[src/ldtw_pkg.sv]
// ============================================================================
// ldtw_pkg: shared constants, types and helpers for the DTW layer unit
// Sizes of the cost tables, field widths, register indexes and the
// per-cell control word that travels down the pipeline.
// ============================================================================
package ldtw_pkg;

    // table geometry
    localparam int MAX_POINTS  = 64;
    localparam int COST_WIDTH  = 32;
    localparam int TABLE_DEPTH = MAX_POINTS * MAX_POINTS;
    localparam int ADDR_W      = $clog2(TABLE_DEPTH);

    // fixed field widths
    localparam int LAYER_W   = 7;
    localparam int INDEX_W   = 6;
    localparam int COUNT_W   = 7;
    localparam int DIST_W    = 32;
    localparam int CFG_IDX_W = 1;

    localparam logic [COST_WIDTH-1:0] COST_MAX = '1;

    // configuration register indexes
    localparam logic [CFG_IDX_W-1:0] REG_ROW_COUNT    = 1'b0;
    localparam logic [CFG_IDX_W-1:0] REG_COLUMN_COUNT = 1'b1;

    localparam logic [COUNT_W-1:0] COUNT_RESET = COUNT_W'(64);

    // layer numbers with special handling
    localparam logic [LAYER_W-1:0] LAYER_NONE   = LAYER_W'(0);
    localparam logic [LAYER_W-1:0] LAYER_FIRST  = LAYER_W'(1);
    localparam logic [LAYER_W-1:0] LAYER_SECOND = LAYER_W'(2);

    // per-cell control word
    typedef struct packed {
        logic in_table;   // cell lies inside the table, its value gets stored
        logic computed;   // cell value is a sum, otherwise zero
        logic has_prev;   // previous layer minimum takes part
        logic use_cur;    // cell above in the current layer takes part
        logic use_run;    // running minimum along the row takes part
        logic run_start;  // first cell of a row run, minimum restarts at infinity
    } cell_ctrl_t;

    function automatic logic [COST_WIDTH-1:0] min_cost(
        input logic [COST_WIDTH-1:0] a,
        input logic [COST_WIDTH-1:0] b
    );
        return (a < b) ? a : b;
    endfunction

endpackage

[src/ldtw_cost.sv]
// ============================================================================
// ldtw_cost: cell value arithmetic
// Merges the running minimum, the previous layer minimum and the cell above,
// then adds the pair distance with saturation at the all-ones maximum.
// ============================================================================
module ldtw_cost (
    input  ldtw_pkg::cell_ctrl_t                ctrl,
    input  logic [ldtw_pkg::COST_WIDTH-1:0]     run_min,
    input  logic [ldtw_pkg::COST_WIDTH-1:0]     prev_min,
    input  logic [ldtw_pkg::COST_WIDTH-1:0]     cur_above,
    input  logic [ldtw_pkg::DIST_W-1:0]         pair_dist,
    output logic [ldtw_pkg::COST_WIDTH-1:0]     cost,
    output logic                                saturated,
    output logic [ldtw_pkg::COST_WIDTH-1:0]     run_next
);

    logic [ldtw_pkg::COST_WIDTH-1:0] run_base;
    logic [ldtw_pkg::COST_WIDTH-1:0] row_min;
    logic [ldtw_pkg::COST_WIDTH-1:0] prev_term;
    logic [ldtw_pkg::COST_WIDTH-1:0] base;
    logic [ldtw_pkg::COST_WIDTH:0]   sum;

    // running minimum restarts at infinity on the first cell of a run
    assign run_base = ctrl.run_start ? ldtw_pkg::COST_MAX : run_min;
    assign row_min  = ctrl.use_run ? ldtw_pkg::min_cost(run_base, prev_min) : prev_min;
    assign run_next = row_min;

    // pick the base the distance is added to
    always_comb begin
        prev_term = ctrl.has_prev ? row_min : ldtw_pkg::COST_MAX;
        if (ctrl.use_cur) begin
            base = ldtw_pkg::min_cost(prev_term, cur_above);
        end else if (ctrl.has_prev) begin
            base = prev_term;
        end else begin
            base = '0;
        end
    end

    // saturating add
    assign sum = {1'b0, base} + {1'b0, ldtw_pkg::COST_WIDTH'(pair_dist)};

    always_comb begin
        if (ctrl.computed) begin
            saturated = sum[ldtw_pkg::COST_WIDTH];
            cost      = sum[ldtw_pkg::COST_WIDTH] ? ldtw_pkg::COST_MAX
                                                  : sum[ldtw_pkg::COST_WIDTH-1:0];
        end else begin
            saturated = 1'b0;
            cost      = '0;
        end
    end

endmodule

[config.mk]
export PLATFORM = sky130hd
export DESIGN_NAME = ldtw_cost
export DESIGN_NICKNAME = d
export VERILOG_FILES = /design/src/ldtw_pkg.sv /design/src/ldtw_cost.sv
export SDC_FILE = /design/constraint.sdc
export NUM_CORES = 1
export LEC_CHECK = 0
export ABC_AREA = 0
export BUFFER_PORTS_ARGS = -buffer_cell sky130_fd_sc_hd__buf_2
export CAP_MARGIN = 10
export CELL_PAD_IN_SITES_DETAIL_PLACEMENT = 1
export CELL_PAD_IN_SITES_GLOBAL_PLACEMENT = 2
export CORE_ASPECT_RATIO = 1.2
export CORE_MARGIN = 10
export CORE_UTILIZATION = 26
export DETAILED_ROUTE_END_ITERATION = 16
export GPL_TIMING_DRIVEN = 1
export PLACE_DENSITY = 0.83
export SLEW_MARGIN = 30
export SYNTH_ARGS = -nofsm -noshare
export SYNTH_HDL_FRONTEND = slang
export SYNTH_SLANG_ARGS = --single-unit
[constraint.sdc]
create_clock -name vclk -period 7.8
set_input_delay 0.39 -clock vclk [all_inputs]
set_output_delay 0.39 -clock vclk [all_outputs]
set_load 0.05 [all_outputs]
# Word-level counts from Yosys, hierarchy flattened
# Cells that the tools add are included.
# Widths: inputs -> output; s select.
# op_classes
mux,10
order_cmp,2
n_addsub,1
# ops
op,count
$mux 32,9
$lt 32x32->1,2
$add 32x32->33,1
$mux 1,1
# word_totals
input_bits,134
word_cells,13
reg_bits,0
out_inout_bits,65

# Longest topological paths before layout
# depth
depth_word,11
mapped_depth,38
mapped_depth_nobuf,33

# Worst setup path before layout
# No wires, ideal clock.
# synth_path
path_type,input-to-output
from,input port ctrl[0] in the netlist's numbering
to,output port cost[31] in the netlist's numbering
path_buffers,4
arrival_time_ns,8.463
slack_ns,-1.053
cell_stages,36
required_time_ns,7.410
cell_sequence,clkbuf_1 or2_2 ha_1 nand4_1 nor4_4 nand2_1 o221ai_2 nor2_1 clkbuf_1 o21ai_0 inv_1 nand2_1 ha_1 a21o_1 a21o_1 a21o_1 a21o_1 a21oi_1 a21oi_1 a31oi_1 nor2b_1 buf_4 buf_8 mux2i_1 ha_1 inv_1 fa_1 nor2b_4 o31ai_4 a21oi_2 nor2_4 o21ai_4 a41oi_4 o211ai_2 nor4b_1 a311oi_1
# synth_via
elab_chain_cells,11
word_cells_on_any_way,12
# synth_lines
item,line,rtl
"start, declared",ldtw_cost.sv:7,"input ldtw_pkg::cell_ctrl_t ctrl,"
$mux 32 (*),ldtw_cost.sv:24,assign run_base = ctrl.run_start ? ldtw_pkg::COST_MAX : run_min;
$lt 32x32->1,ldtw_pkg.sv:48,return (a < b) ? a : b;
$mux 32 (*),ldtw_pkg.sv:48,
$mux 32 (*),ldtw_cost.sv:25,"assign row_min = ctrl.use_run ? ldtw_pkg::min_cost(run_base, prev_min) : prev_min;"
"named net run_next, one bit",ldtw_cost.sv:14,output logic [ldtw_pkg::COST_WIDTH-1:0] run_next
$mux 32 (*),ldtw_cost.sv:30,prev_term = ctrl.has_prev ? row_min : ldtw_pkg::COST_MAX;
$lt 32x32->1,ldtw_pkg.sv:48,
$mux 32,ldtw_pkg.sv:48,
$mux 32 (*),ldtw_cost.sv:31,if (ctrl.use_cur) begin
$add 32x32->33 (*),ldtw_cost.sv:41,"assign sum = {1'b0, base} + {1'b0, ldtw_pkg::COST_WIDTH'(pair_dist)};"
$mux 32 (*),ldtw_cost.sv:46,cost = sum[ldtw_pkg::COST_WIDTH] ? ldtw_pkg::COST_MAX
$mux 32 (*),ldtw_cost.sv:44,if (ctrl.computed) begin
"end, declared",ldtw_cost.sv:12,"output logic [ldtw_pkg::COST_WIDTH-1:0] cost,"
# Mark *: on every way through the listed nets, which the timed path passes. The rest lies on a longest branch.

# Worst setup path after layout
# layout_path
from,input port ctrl[0] in the netlist's numbering
to,output port cost[15] in the netlist's numbering
# layout_via
elab_chain_cells,11
word_cells_on_any_way,12
# layout_lines
item,line
$mux 32 (*),ldtw_cost.sv:24
$lt 32x32->1,ldtw_pkg.sv:48
$mux 32 (*),ldtw_pkg.sv:48
$mux 32 (*),ldtw_cost.sv:25
$mux 32 (*),ldtw_cost.sv:30
$lt 32x32->1,ldtw_pkg.sv:48
$mux 32,ldtw_pkg.sv:48
$mux 32 (*),ldtw_cost.sv:31
$add 32x32->33 (*),ldtw_cost.sv:41
$mux 32 (*),ldtw_cost.sv:46
$mux 32 (*),ldtw_cost.sv:44
# Mark *: on every way between the ends. The rest lies on a longest branch, timed or not.

==> reports/metrics.cfg <==
[run_status]
status = finished, final reports clean

[drt]
totalWireLength_mm = 22.4
vias = 6098
drtIter0Drc = 190
wire_per_inst_um = 17.9
dr.pass1.iters = 4
via_per_inst = 4.88
ant_nets = 0
drc = 0

[power_and_ir_drop]
netSwitchingPower_mw = 0.657
pwr-share-clk = 0
ir_drop_mv = 0.0589
powerDensity_nw_per_um2 = 143
power_frac_seq = 0
p_leak_nw = 3.98
switching_share = 0.584
total_power_mw = 1.12
p_comb_frac = 1.000
intPower_mw = 0.467

[setup_path]
crit_slowest_cell = o41a_1
cpLargestDelayFamily = compound AO/OA/AOI/OAI gates
worstPathBufferInverterCount = 11
path_class = input port to output pin
critPathRequiredTime_ps = 7410
cp_max_fo = 14
cp-end-kind = output pin
cp-start-kind = input port
critPathMaxStageDelay_ps = 430
crit_path_frequent_cell = a21o_1
cp.arrival_ps = 7100

[min_path]
hold_path_class = input port to output pin
min_to = cost[15]
worstHoldStart = ctrl[4]
min_delay_path_depth = 3

[finish]
final_common_cell = buf_2
design.seq.count = 0
stdcell_count = 1250
fill_cells = 2370
area_growth_pct = 63.1
layout_common_cells = buf_2, buf_4, inv_1
clock_buffers = 0
finish.instance_area_um2 = 7870
drive_gt1_frac = 0.449
finalNetCount = 1256
fin_util = 0.431
area.sequential_um2 = 0

[sta]
setup_viol_count_final = 0
tightest_slew_ps = 1410
relSlewSlack = 0.0615
hold_violations = 0
final-max-slew-violation-count = 0
fmax_ghz = 0.133
fin_crit_sh = 0.961
period_needed_ps = 7490
setup_tns_ps = 0

[placement]
place.gp.congestion = 0.861
hpwlAfterDp_mm = 18.5
placed_cell_area_um2 = 6820
port_buffers = 198
dp.cells = 1230

[synth]
syn-instance-count = 734
synthesis.area_um2 = 4820
syn_area_per_cell_um2 = 6.57
yosysTopAreaCellShare = 0.244
synth_top_area_cell = ha_1
ys_seq_area_frac = 0
synth_nets = 963
synth_area_leaders = ha_1, a21oi_1, inv_1
synth_cell_types = 64
yosys_warnings = 0

[die]
initial_utilization = 0.264
ios = 199
core_um2 = 18200
die_width_um = 144
dieArea_um2 = 24400
rows = 54
chipHeight_um = 169

[global_routing]
grt_pass1_wl_mm = 32.2
antenna_found_initial = 0
grt_max_degree = 32
grtUsageTotal = 0.159
overflow = 0
first_global_vias = 6315

[clocking]
holdBufCountCts = 0

[flow_run]
drv_cap = 0

-- kinds of logic (layout without fill, tap and decap cells) --
| kind of cell | after synthesis | after routing | share of synthesized area |
|---|---|---|---|
| buf+inv | 136 | 427 | 0.117 |
| compound gates | 237 | 237 | 0.304 |
| other cells | 0 | 1 | 0 |
| mux | 34 | 34 | 0.0708 |
| fa+ha+maj | 95 | 95 | 0.248 |
| xor+xnor | 25 | 25 | 0.0454 |
| simple gates | 207 | 207 | 0.215 |
-- cell type report --
type,instances,area (um^2),share of cell area
multi-input combinational,598,4960,0.630
timing repair buffer,325,2240,0.285
inverter,102,383,0.0487
tap,224,280,0.0356
antenna,1,2.50,0.000318
-- per-layer routing --
layer,routed length [um],global-route usage
met4,111,0.00836
met5,0,0
met2,11500,0.286
met3,786,0.0174
met1,9980,0.206
-- stage by stage --
stage | hold WS, ps | worst slack [ps]
global placement | 1270 | -36.5
finish | 1270 | 306
detailed placement | 1270 | -286
floorplan | 1020 | -243
global route | 1280 | -114
CTS | 1270 | 0.846
-- synthesized netlist by cell type (5+ instances only) --
cell type and n:
inv_1 102, o21ai_0 49, buf_2 6, nor3_1 8, o21a_1 13, clkbuf_1 22, a21oi_1 105, or2_2 33
nand4_1 10, mux2i_1 33, nand3_1 12, nand2_1 89, nor2_1 22, nand2b_1 5, nor2b_1 6, and3_1 6
xnor2_1 11, o21ai_1 6, ha_1 94, xor2_1 14, a21o_1 25
-- how the worst max path moves through the flow --
stage,startpoint,end,cells past startpoint
finish,ctrl[0],cost[15],39
global placement,ctrl[0],cost[31],34
floorplan,ctrl[0],cost[10],37
CTS,ctrl[0],cost[21],40
global route,ctrl[0],cost[6],39
detailed placement,ctrl[0],cost[31],34
-- power by group through the flow --
stage / clock [mW] / sequential (mW) / combinational (mW)
2_1_floorplan: 0 / 0 / 0.637
3_3_place_gp: 0 / 0 / 0.943
3_5_place_dp: 0 / 0 / 0.957
4_1_cts: 0 / 0 / 0.971
5_1_grt: 0 / 0 / 1.22
6_report: 0.0000000172 / 0 / 1.12
-- tightest hold or removal path, delay by kind of cell --
family,cells,cell delay (ps)
compound gates,1,150
buf+inv,2,330
-- what timing repair did --
| item | in CTS | in global routing |
|---|---|---|
| pin swaps | 4 | 47 |
| resized for setup | 10 | 184 |
| buffers inserted | 3 | 11 |
| endpoints found under the setup margin | 33 | 33 |
| cloned | 0 | 5 |
No activity file was read; power rests on OpenSTA's default activity.
